--- config.mk ---
export PLATFORM = sky130hd
export DESIGN_NAME = numeric_token_extractor_core
export DESIGN_NICKNAME = d
export VERILOG_FILES = /design/src/rtl/ntx_pkg.sv /design/src/rtl/numeric_token_extractor_core.sv /design/src/rtl/ntx_scan.sv /design/src/rtl/ntx_rsp_queue.sv
export SDC_FILE = /design/constraint.sdc
export NUM_CORES = 1
export LEC_CHECK = 0
export BUFFER_PORTS_ARGS = -buffer_cell sky130_fd_sc_hd__buf_4
export CORE_MARGIN = 4
export CORE_UTILIZATION = 50
export CTS_CLUSTER_DIAMETER = 30
export CTS_CLUSTER_SIZE = 10
export DETAILED_ROUTE_END_ITERATION = 12
export PLACE_DENSITY = 0.66
export REMOVE_ABC_BUFFERS = 1
export SETUP_SLACK_MARGIN = 0.2
export SLEW_MARGIN = 20
export SYNTH_ARGS = -nofsm -noshare
export SYNTH_HDL_FRONTEND = slang
export SYNTH_SLANG_ARGS = --single-unit
--- constraint.sdc ---
create_clock -name clock -period 9.8 [get_ports clock]
set_input_delay 0.49 -clock clock [delete_from_list [all_inputs] [get_ports clock]]
set_output_delay 0.49 -clock clock [all_outputs]
set_load 0.005 [all_outputs]
--- src/rtl/ntx_pkg.sv ---
package ntx_pkg;

   // Character codes the scanner recognizes.
   localparam logic [7:0] CH_PLUS   = 8'h2B;
   localparam logic [7:0] CH_MINUS  = 8'h2D;
   localparam logic [7:0] CH_ZERO   = 8'h30;
   localparam logic [7:0] CH_ONE    = 8'h31;
   localparam logic [7:0] CH_NINE   = 8'h39;
   localparam logic [7:0] CH_UPPER_E = 8'h45;
   localparam logic [7:0] CH_LOWER_E = 8'h65;
   localparam logic [7:0] CH_LOWER_I = 8'h69;
   localparam logic [7:0] CH_SPACE  = 8'h20;
   localparam logic [7:0] CH_PERIOD = 8'h2E;
   localparam logic [7:0] CH_COMMA  = 8'h2C;

   localparam int CNT_W = 7;
   localparam logic [CNT_W-1:0] CNT_MAX = 7'd127;

   // Configuration register indexes.
   localparam int CSR_IDX_W = 2;
   localparam logic [CSR_IDX_W-1:0] CSR_DECIMAL_IS_PERIOD  = 2'd0;
   localparam logic [CSR_IDX_W-1:0] CSR_SEPARATORS_ENABLED = 2'd1;
   localparam logic [CSR_IDX_W-1:0] CSR_REAL_ONLY          = 2'd2;

   // Result queue geometry.
   localparam int QUEUE_DEPTH = 8;
   localparam int QPTR_W      = $clog2(QUEUE_DEPTH);
   localparam int QLVL_W      = $clog2(QUEUE_DEPTH + 1);
   localparam int MAX_PUSH    = 3;

   typedef enum logic [3:0] {
      PH_NONE    = 4'd0,
      PH_SIGN    = 4'd1,
      PH_INT     = 4'd2,
      PH_FRAC    = 4'd3,
      PH_E       = 4'd4,
      PH_EXP     = 4'd5,
      PH_POSTIM  = 4'd6,
      PH_NEXT    = 4'd7,
      PH_ILLEGAL = 4'd15
   } phase_type;

   typedef struct packed {
      logic decimal_is_period;
      logic separators_enabled;
      logic real_only;
   } cfg_type;

   typedef struct packed {
      logic             kind;
      logic [7:0]       out_char;
      logic             stop_kind;
      logic [CNT_W-1:0] consumed;
      logic [CNT_W-1:0] out_length;
      logic [CNT_W-1:0] digit_total;
      logic             imaginary;
      logic             last;
   } result_type;

   typedef struct packed {
      logic [1:0]       count;
      result_type [2:0] slot;
   } push_type;

   typedef struct packed {
      logic              ready;
      logic [QLVL_W-1:0] level;
   } queue_status_type;

endpackage

--- src/rtl/numeric_token_extractor_core.sv ---
// Channel   Direction  Handshake               Payload
// req_      in         req_valid / req_ready   req_ch, req_end_of_text
// rsp_      out        rsp_valid / rsp_ready   rsp_kind ... rsp_last
// csr_      in         csr_wr_en (no wait)     csr_index, csr_wdata
//
// An item is examined in the cycle it is accepted; its zero to three result items
// land in an eight-entry result queue at that edge, and the first can leave in the cycle after.
// A new item is accepted every cycle while the queue has room for three more results,
// so the input runs at one item per cycle as long as results are taken as fast as made.
// Once the output stalls, the queue alone sets how far the input may run ahead.
// Reset is synchronous: it empties the queue, restarts the scan and restores defaults.
module numeric_token_extractor_core
   import ntx_pkg::*;
#(
   parameter int MAX_CHARS = 64
) (
   input  logic                 clock,
   input  logic                 reset,
   input  logic                 req_valid,
   output logic                 req_ready,
   input  logic [7:0]           req_ch,
   input  logic                 req_end_of_text,
   output logic                 rsp_valid,
   input  logic                 rsp_ready,
   output logic                 rsp_kind,
   output logic [7:0]           rsp_out_char,
   output logic                 rsp_stop_kind,
   output logic [CNT_W-1:0]     rsp_consumed,
   output logic [CNT_W-1:0]     rsp_out_length,
   output logic [CNT_W-1:0]     rsp_digit_total,
   output logic                 rsp_imaginary,
   output logic                 rsp_last,
   input  logic                 csr_wr_en,
   input  logic [CSR_IDX_W-1:0] csr_index,
   input  logic                 csr_wdata
);

   cfg_type          cfg_ff, cfg_in;
   push_type         push;
   result_type       head;
   queue_status_type qstat;
   logic             accept;

   // The configuration registers take a write at the clock edge while csr_wr_en is high; an
   // index beyond the list is ignored.
   always_comb begin
      cfg_in = cfg_ff;
      if (csr_wr_en) begin
         case (csr_index)
            CSR_DECIMAL_IS_PERIOD:  cfg_in.decimal_is_period = csr_wdata;
            CSR_SEPARATORS_ENABLED: cfg_in.separators_enabled = csr_wdata;
            CSR_REAL_ONLY:          cfg_in.real_only = csr_wdata;
            default:                cfg_in = cfg_ff;
         endcase
      end
   end

   always_ff @(posedge clock) begin
      if (reset) begin
         cfg_ff.decimal_is_period <= 1'b1;
         cfg_ff.separators_enabled <= 1'b0;
         cfg_ff.real_only <= 1'b0;
      end else begin
         cfg_ff <= cfg_in;
      end
   end

   // Input is taken only while the queue can hold a full burst of results.
   assign req_ready = qstat.ready;
   assign accept = req_valid && req_ready;

   // The scanner holds the parse state and turns each character into its results.
   ntx_scan #(
      .MAX_CHARS(MAX_CHARS)
   ) u_scan (
      .clock(clock),
      .reset(reset),
      .accept(accept),
      .ch(req_ch),
      .end_of_text(req_end_of_text),
      .cfg(cfg_ff),
      .push(push)
   );

   // The queue parts the two sides and hands out one result item per cycle while rsp_ready is high.
   ntx_rsp_queue u_queue (
      .clock(clock),
      .reset(reset),
      .push(push),
      .pop_ready(rsp_ready),
      .head_valid(rsp_valid),
      .head(head),
      .status(qstat)
   );

   assign rsp_kind = head.kind;
   assign rsp_out_char = head.out_char;
   assign rsp_stop_kind = head.stop_kind;
   assign rsp_consumed = head.consumed;
   assign rsp_out_length = head.out_length;
   assign rsp_digit_total = head.digit_total;
   assign rsp_imaginary = head.imaginary;
   assign rsp_last = head.last;

   // A status item always closes the burst of its character.
   a_status_is_last: assert property (@(posedge clock) disable iff (reset)
      rsp_valid && rsp_kind |-> rsp_last)
      else $error("status item without last");

   // The queue never holds more than its depth.
   a_level_bound: assert property (@(posedge clock) disable iff (reset)
      qstat.level <= QLVL_W'(QUEUE_DEPTH))
      else $error("result queue overflow");

   // In a full burst only the third item carries last.
   a_burst_last: assert property (@(posedge clock) disable iff (reset)
      push.count == 2'd3 |-> push.slot[2].last && !push.slot[1].last && !push.slot[0].last)
      else $error("last misplaced in a burst of three");

   // Nothing is pushed unless an input item was accepted.
   a_push_needs_accept: assert property (@(posedge clock) disable iff (reset)
      push.count != 2'd0 |-> accept)
      else $error("results pushed without an accepted item");

endmodule

--- src/rtl/ntx_scan.sv ---
module ntx_scan
   import ntx_pkg::*;
#(
   parameter int MAX_CHARS = 64
) (
   input  logic     clock,
   input  logic     reset,
   input  logic     accept,
   input  logic [7:0] ch,
   input  logic     end_of_text,
   input  cfg_type  cfg,
   output push_type push
);

   localparam int IDX_W = $clog2(MAX_CHARS + 1);
   localparam logic [IDX_W-1:0] IDX_LIMIT = IDX_W'(MAX_CHARS);
   localparam logic [CNT_W-1:0] MAX_CONS  = CNT_W'(MAX_CHARS % 128);

   phase_type        phase_ff, phase_in;
   logic [CNT_W-1:0] digit_ff, digit_in;
   logic             imag_ff, imag_in;
   logic [IDX_W-1:0] index_ff, index_in;
   logic [CNT_W-1:0] emit_ff, emit_in;
   logic             finished_ff, finished_in;

   function automatic logic [CNT_W-1:0] sat_inc(logic [CNT_W-1:0] v);
      return (v == CNT_MAX) ? v : v + 1'b1;
   endfunction

   function automatic logic [CNT_W-1:0] idx_to_cnt(logic [IDX_W-1:0] v);
      logic [IDX_W+CNT_W-1:0] wide;
      wide = {{CNT_W{1'b0}}, v};
      return wide[CNT_W-1:0];
   endfunction

   function automatic result_type char_item(logic [7:0] c);
      result_type r;
      r = '0;
      r.out_char = c;
      return r;
   endfunction

   logic [7:0]       dot_ch, sep_ch, c_a, c_b;
   logic             e_a, e_b, lone, stat, stop_k, stopped;
   logic [CNT_W-1:0] cons;
   phase_type        ph;
   result_type       tmp [0:3];
   logic [1:0]       n;
   result_type       st;

   always_comb begin
      dot_ch = cfg.decimal_is_period ? CH_PERIOD : CH_COMMA;
      sep_ch = cfg.decimal_is_period ? CH_COMMA : CH_PERIOD;
      ph = phase_ff;
      digit_in = digit_ff;
      imag_in = imag_ff;
      index_in = index_ff;
      emit_in = emit_ff;
      finished_in = finished_ff;
      e_a = 1'b0;
      e_b = 1'b0;
      c_a = CH_ZERO;
      c_b = CH_ZERO;
      lone = 1'b0;
      stat = 1'b0;
      stop_k = 1'b1;
      stopped = 1'b0;
      cons = '0;

      if (finished_ff) begin
         // Waiting for the end of the text; nothing is reported.
      end else if (index_ff >= IDX_LIMIT) begin
         stat = 1'b1;
         cons = MAX_CONS;
         finished_in = 1'b1;
      end else begin
         if (ch == CH_PLUS || ch == CH_MINUS) begin
            if (ph inside {PH_NONE, PH_E}) begin
               e_a = (ch == CH_MINUS);
               c_a = ch;
               ph = (ph == PH_NONE) ? PH_SIGN : PH_EXP;
            end else if (ph inside {PH_INT, PH_FRAC, PH_EXP, PH_POSTIM}) begin
               ph = PH_NEXT;
            end else begin
               ph = PH_ILLEGAL;
            end
         end else if (ch inside {[CH_ZERO:CH_NINE]}) begin
            if (ph inside {PH_NONE, PH_SIGN, PH_INT, PH_FRAC, PH_EXP, PH_E}) begin
               e_a = 1'b1;
               c_a = ch;
               digit_in = sat_inc(digit_in);
               if (ph inside {PH_NONE, PH_SIGN}) begin
                  ph = PH_INT;
               end else if (ph == PH_E) begin
                  ph = PH_EXP;
               end
            end else begin
               ph = PH_ILLEGAL;
            end
         end else if (cfg.separators_enabled && ch == sep_ch) begin
            if (!(ph inside {PH_INT, PH_FRAC})) begin
               ph = PH_ILLEGAL;
            end
         end else if (ch == dot_ch) begin
            if (ph inside {PH_NONE, PH_SIGN, PH_INT}) begin
               e_a = 1'b1;
               if (ph != PH_INT) begin
                  c_a = CH_ZERO;
                  e_b = 1'b1;
                  c_b = dot_ch;
               end else begin
                  c_a = dot_ch;
               end
               ph = PH_FRAC;
            end else begin
               ph = PH_ILLEGAL;
            end
         end else if (ch == CH_UPPER_E || ch == CH_LOWER_E) begin
            if (ph inside {PH_SIGN, PH_INT, PH_FRAC}) begin
               e_a = 1'b1;
               if (ph == PH_SIGN) begin
                  c_a = CH_ONE;
                  digit_in = sat_inc(digit_in);
                  e_b = 1'b1;
                  c_b = CH_LOWER_E;
               end else begin
                  c_a = CH_LOWER_E;
               end
               ph = PH_E;
            end else begin
               ph = PH_ILLEGAL;
            end
         end else if (ch == CH_LOWER_I && !cfg.real_only) begin
            if (ph inside {PH_NONE, PH_SIGN}) begin
               imag_in = 1'b1;
               ph = PH_INT;
            end else if (ph inside {PH_INT, PH_FRAC, PH_EXP}) begin
               imag_in = 1'b1;
               ph = PH_POSTIM;
            end else begin
               ph = PH_ILLEGAL;
            end
         end else if (ch == CH_SPACE) begin
            if (ph inside {PH_INT, PH_FRAC, PH_EXP, PH_POSTIM}) begin
               ph = PH_NEXT;
            end else if (!(ph inside {PH_NONE, PH_SIGN})) begin
               ph = PH_ILLEGAL;
            end
         end else if (ph != PH_NONE) begin
            ph = PH_ILLEGAL;
         end

         // A header with no digits is skipped, unless an i gives it a lone digit.
         if (ph inside {PH_ILLEGAL, PH_NEXT}) begin
            if (digit_in == '0 && imag_in) begin
               lone = 1'b1;
               digit_in = sat_inc(digit_in);
               stopped = 1'b1;
            end else if (digit_in == '0) begin
               ph = PH_NONE;
            end else begin
               stopped = 1'b1;
            end
         end

         if (e_a) emit_in = sat_inc(emit_in);
         if (e_b) emit_in = sat_inc(emit_in);
         if (lone) emit_in = sat_inc(emit_in);

         if (stopped) begin
            stat = 1'b1;
            stop_k = (ph != PH_NEXT);
            cons = idx_to_cnt(index_ff);
            finished_in = 1'b1;
         end else begin
            index_in = index_ff + 1'b1;
            if (end_of_text) begin
               stat = 1'b1;
               cons = idx_to_cnt(index_in);
               finished_in = 1'b1;
            end
         end
      end
      phase_in = ph;

      st = '0;
      st.kind = 1'b1;
      st.stop_kind = stop_k;
      st.consumed = cons;
      st.out_length = emit_in;
      st.digit_total = digit_in;
      st.imaginary = imag_in;

      // Pack the items of this character in order.
      for (int k = 0; k < 4; k++) begin
         tmp[k] = '0;
      end
      n = 2'd0;
      if (e_a) begin
         tmp[n] = char_item(c_a);
         n = n + 2'd1;
      end
      if (e_b) begin
         tmp[n] = char_item(c_b);
         n = n + 2'd1;
      end
      if (lone) begin
         tmp[n] = char_item(CH_ONE);
         n = n + 2'd1;
      end
      if (stat) begin
         tmp[n] = st;
         n = n + 2'd1;
      end
      if (n != 2'd0) begin
         tmp[n - 2'd1].last = 1'b1;
      end

      push.count = accept ? n : 2'd0;
      push.slot[0] = tmp[0];
      push.slot[1] = tmp[1];
      push.slot[2] = tmp[2];

      if (end_of_text) begin
         phase_in = PH_NONE;
         digit_in = '0;
         imag_in = 1'b0;
         index_in = '0;
         emit_in = '0;
         finished_in = 1'b0;
      end
   end

   always_ff @(posedge clock) begin
      if (reset) begin
         phase_ff <= PH_NONE;
         digit_ff <= '0;
         imag_ff <= 1'b0;
         index_ff <= '0;
         emit_ff <= '0;
         finished_ff <= 1'b0;
      end else if (accept) begin
         phase_ff <= phase_in;
         digit_ff <= digit_in;
         imag_ff <= imag_in;
         index_ff <= index_in;
         emit_ff <= emit_in;
         finished_ff <= finished_in;
      end
   end

endmodule

--- src/rtl/ntx_rsp_queue.sv ---
module ntx_rsp_queue
   import ntx_pkg::*;
(
   input  logic             clock,
   input  logic             reset,
   input  push_type         push,
   input  logic             pop_ready,
   output logic             head_valid,
   output result_type       head,
   output queue_status_type status
);

   result_type        mem [0:QUEUE_DEPTH-1];
   logic [QPTR_W-1:0] wr_ptr_ff, wr_ptr_in;
   logic [QPTR_W-1:0] rd_ptr_ff, rd_ptr_in;
   logic [QLVL_W-1:0] level_ff, level_in;
   logic              pop;

   assign head_valid = (level_ff != '0);
   assign head = mem[rd_ptr_ff];
   assign pop = head_valid && pop_ready;

   // Room for the largest burst one character can cause.
   assign status.ready = (level_ff <= QLVL_W'(QUEUE_DEPTH - MAX_PUSH));
   assign status.level = level_ff;

   always_comb begin
      wr_ptr_in = wr_ptr_ff + QPTR_W'(push.count);
      rd_ptr_in = pop ? rd_ptr_ff + 1'b1 : rd_ptr_ff;
      level_in = level_ff + QLVL_W'(push.count) - QLVL_W'(pop);
   end

   always_ff @(posedge clock) begin
      for (int k = 0; k < MAX_PUSH; k++) begin
         if (k < int'(push.count)) begin
            mem[QPTR_W'(wr_ptr_ff + QPTR_W'(k))] <= push.slot[k];
         end
      end
   end

   always_ff @(posedge clock) begin
      if (reset) begin
         wr_ptr_ff <= '0;
         rd_ptr_ff <= '0;
         level_ff <= '0;
      end else begin
         wr_ptr_ff <= wr_ptr_in;
         rd_ptr_ff <= rd_ptr_in;
         level_ff <= level_in;
      end
   end

endmodule

==> out/results.ini <==
[synthesis]
ys_seq_area_frac=0.526
synth_edf_count=264
synth_simple_gate_area_frac=0.149
synth.cell_area_um2=16700
synthXorXnorAreaFrac=0.0125
ys_seq_elements=307
synth_fa_ha_area_frac=0.0211
muxShareOfSynthArea=0.151
ys_async_sr_fraction=0
netlist-cell-type-count=88
synth_top_family_by_area=multiplexers
synth_top_flop_cell=edfxtp_1
synthCells=1438
avgSynthCellArea_um2=11.6
ys_warn_count=0
synth-compound-area-share=0.104

[grt]
track_usage=0.252
grt_pass1_vias=12000
grt_overflow=0
antenna_found_initial=2
grt_pass1_wl_um=70400
grt_max_degree=67

[placement]
pre_cts_ws_ns=3.28
place_area_um2=17500
place.port_buffers=51
dp.final_hpwl_um=28600
gp_congestion=0.985

[power_and_ir_drop]
power_density_nw_per_um2=228
p_leak_nw=7.13
vdd_drop_max_mv=0.129

[route]
drt_iter0_markers=1135
ant_nets=0
num_vias=12100
routed_wl_um=45400
top_layer_used=met5
wl_per_cell_um=22.8
route.detailed.drc=0
drt-met1-wl_um=19300
vias_per_cell=6.09
dr.pass1.iters=6
route.met3.wl_um=4000
wl_met2_um=20900

[critical_path]
worstSetupPathType=flop to flop
r2r_slack_ns=3.41
cp-start-kind=flop
critPathMaxFanout=33
worstReg2RegStart=u_scan.phase_ff[2]$_SDFFE_PP0P_
cp.arrival_ns=6.56
rr_endpoint=u_queue.mem[2][19]$_DFFE_PP_
cp.required_ns=9.97
end_kind=flop
reg2regPathDepth=18

[timing]
setup_ws_ns=3.41
maxSlewHeadroom=0.213
setup_tns_ns=0
fin_crit_sh=0.652
rsz0062_at_grt=false
hold_viol=0
fmax_ghz=0.157
setup_viol=0
period_needed_ns=6.39
tightest_slew_ns=1.18
final_max_slew_viol_count=0
finClkSkew_ns=0.0329

[cts]
cts_root_buffer=clkbuf_16
cts_buffer_depth=3
cts_tree=built
clkTransAtPathRegs_ns=0.04
cts_resized=0
ctsHoldBuffers=0
post_cts_buffers=0
h-tree-depth=3
cts.sinks=307
clk-insertion-delay-late_ns=0.57
cts_inserted_buffers=66

[hold_path]
hold_end=cfg_ff[2]$_SDFFE_PP1P_
holdPathStages=2
hold_path.class=input pin to flop
hold_start=csr_wdata

[final_layout]
multi_input_area_um2=7450
nets=1537
antenna_cells=0
regArea_um2=8790
fillerInstances=2570
fin_area_um2=19900
drive_gt1_frac=0.226
area_delta_synth_final_pct=18.8

[status]
status=complete, no violations

[floorplanning]
dieArea_um2=36400
die_y_um=191
io_pins=52
die_w_um=191
coreArea_um2=32800
start_util=0.510
rows=66

[job]
cap_violations=0

-- layer usage --
| metal | vias up | track usage |
|---|---|---|
| li1 | 5521 | - |
| met1 | 5954 | 0.354 |
| met2 | 546 | 0.394 |
| met3 | 91 | 0.0584 |
| met4 | 4 | 0.0760 |
| met5 | - | 0 |
-- synth_stat cells (5+ instances only) --
master / n / area, um2
a21boi_0: 5 / 37.5
a21oi_1: 75 / 375
a22oi_1: 13 / 97.6
a2bb2oi_1: 8 / 70.1
a31oi_1: 11 / 68.8
and2_1: 16 / 100
and3_1: 18 / 113
buf_1: 16 / 60.1
buf_2: 25 / 125
buf_6: 5 / 56.3
clkbuf_1: 50 / 188
dfxtp_1: 43 / 861
edfxtp_1: 264 / 7930
ha_1: 25 / 313
inv_1: 39 / 146
inv_2: 7 / 26.3
mux2_2: 38 / 428
mux2i_1: 53 / 531
mux4_2: 66 / 1490
nand2_1: 61 / 229
nand2b_1: 19 / 119
nand3_1: 43 / 215
nand4_1: 9 / 56.3
nor2_1: 265 / 995
nor2b_1: 10 / 62.6
nor3_1: 21 / 105
nor4_1: 10 / 62.6
o211ai_1: 24 / 180
o21a_1: 8 / 60.1
o21ai_0: 31 / 155
o21ai_1: 15 / 75.1
or2_2: 8 / 50.1
or3_1: 12 / 75.1
xnor2_1: 14 / 123
xor2_1: 8 / 70.1
-- per-stage QoR --
step                power [mW]  cells  hold WS (ns)  utilization
floorplan                 2.05   1349         0.447            -
global placement          2.30   1864         0.466        0.534
detailed placement        2.30   1864         0.483        0.534
CTS                       4.55   1985         0.146        0.604
global route              4.69   1988         0.160        0.606
finish                    4.52   1988         0.167        0.606
-- worst max-delay path by stage --
stage | from | cells after the start | slack [ns] | end
CTS | u_scan.phase_ff[2]$_SDFFE_PP0P_ | 19 | 3.51 | u_queue.mem[7][17]$_DFFE_PP_
global route | u_scan.phase_ff[2]$_SDFFE_PP0P_ | 18 | 2.87 | u_queue.mem[2][25]$_SDFFCE_PP0P_
finish | u_scan.phase_ff[2]$_SDFFE_PP0P_ | 18 | 3.41 | u_queue.mem[2][19]$_DFFE_PP_
floorplan | req_ch[7] | 18 | 1.12 | u_queue.mem[0][0]$_DFFE_PP_
global placement | req_ch[3] | 19 | 3.43 | u_queue.mem[2][18]$_DFFE_PP_
detailed placement | req_ch[7] | 19 | 3.28 | u_queue.mem[7][18]$_DFFE_PP_
-- cell usage in the layout, fill, tap and decap left out, types with 10 or more instances in the layout --
master and instances:
mux2_2 38, nand3_1 42, or3_1 12, clkinvlp_4 11, nor2b_1 10, a31oi_1 11, o211ai_1 24, inv_1 39
edfxtp_1 264, a21oi_1 75, nor2_1 264, xnor2_1 14, and2_1 16, nor3_1 21, mux2i_1 47, and3_1 18
buf_4 75, o21ai_0 31, clkbuf_16 66, a22oi_1 13, ha_1 25, nand2_1 61, mux4_2 66, o21ai_1 15
nand2b_1 19, dfxtp_1 40
-- worst max-delay path, stage by stage (launching register included) --
cell	delay, ns
dfxtp_1	0.43
nor3_1	0.43
nand4_1	0.29
a2111oi_0	0.87
nand2_1	0.11
nand2_1	0.12
inv_1	0.05
ha_1	0.19
nand2b_1	0.07
a21oi_1	0.05
o211ai_1	0.14
nand4bb_2	0.26
mux2i_1	0.49
ha_1	0.39
inv_1	0.14
a21oi_1	0.08
a211o_1	0.47
nor3_4	0.53
a211o_2	0.87
-- sequential cells by signal, summed over array words and instances (netlist names), named ones only --
register / cells
u_queue.mem: 264
u_scan.imag_ff: 1
u_queue.level_ff: 4
cfg_ff: 3
u_scan.emit_ff: 7
u_scan.phase_ff: 4
u_queue.wr_ptr_ff: 3
u_scan.index_ff: 7
u_queue.rd_ptr_ff: 3
u_scan.digit_ff: 7
u_scan.finished_ff: 1
-- final cells by class --
type,count,share of cell area
clock buffers,76,0.0861
inverters,46,0.00870
multi-input cells,996,0.375
flip-flops and latches,307,0.443
well taps,442,0.0279
repair buffers,76,0.0297
clock inverters,45,0.0293
-- cells by family (layout without fill, tap and decap cells) --
logic type                 Yosys count  after routing
AOI/OAI and AO/OA                  254            254
xor gates and xnor gates            23             23
adders and majority gates           27             27
buffers and inverters              142            243
DFF                                307            307
muxes                              161            161
other                                1              8
and+or+nand+nor                    523            523
-- power breakdown --
group          total [mW]  internal (mW)  leakage (nW)  switching [mW]
combinational       0.731          0.374          3.20           0.357
sequential           1.55           1.48          2.85          0.0634
clock                2.24           1.50          1.07           0.740
total                4.52           3.36          7.13            1.16
No activity file was read; power rests on OpenSTA's default activity.
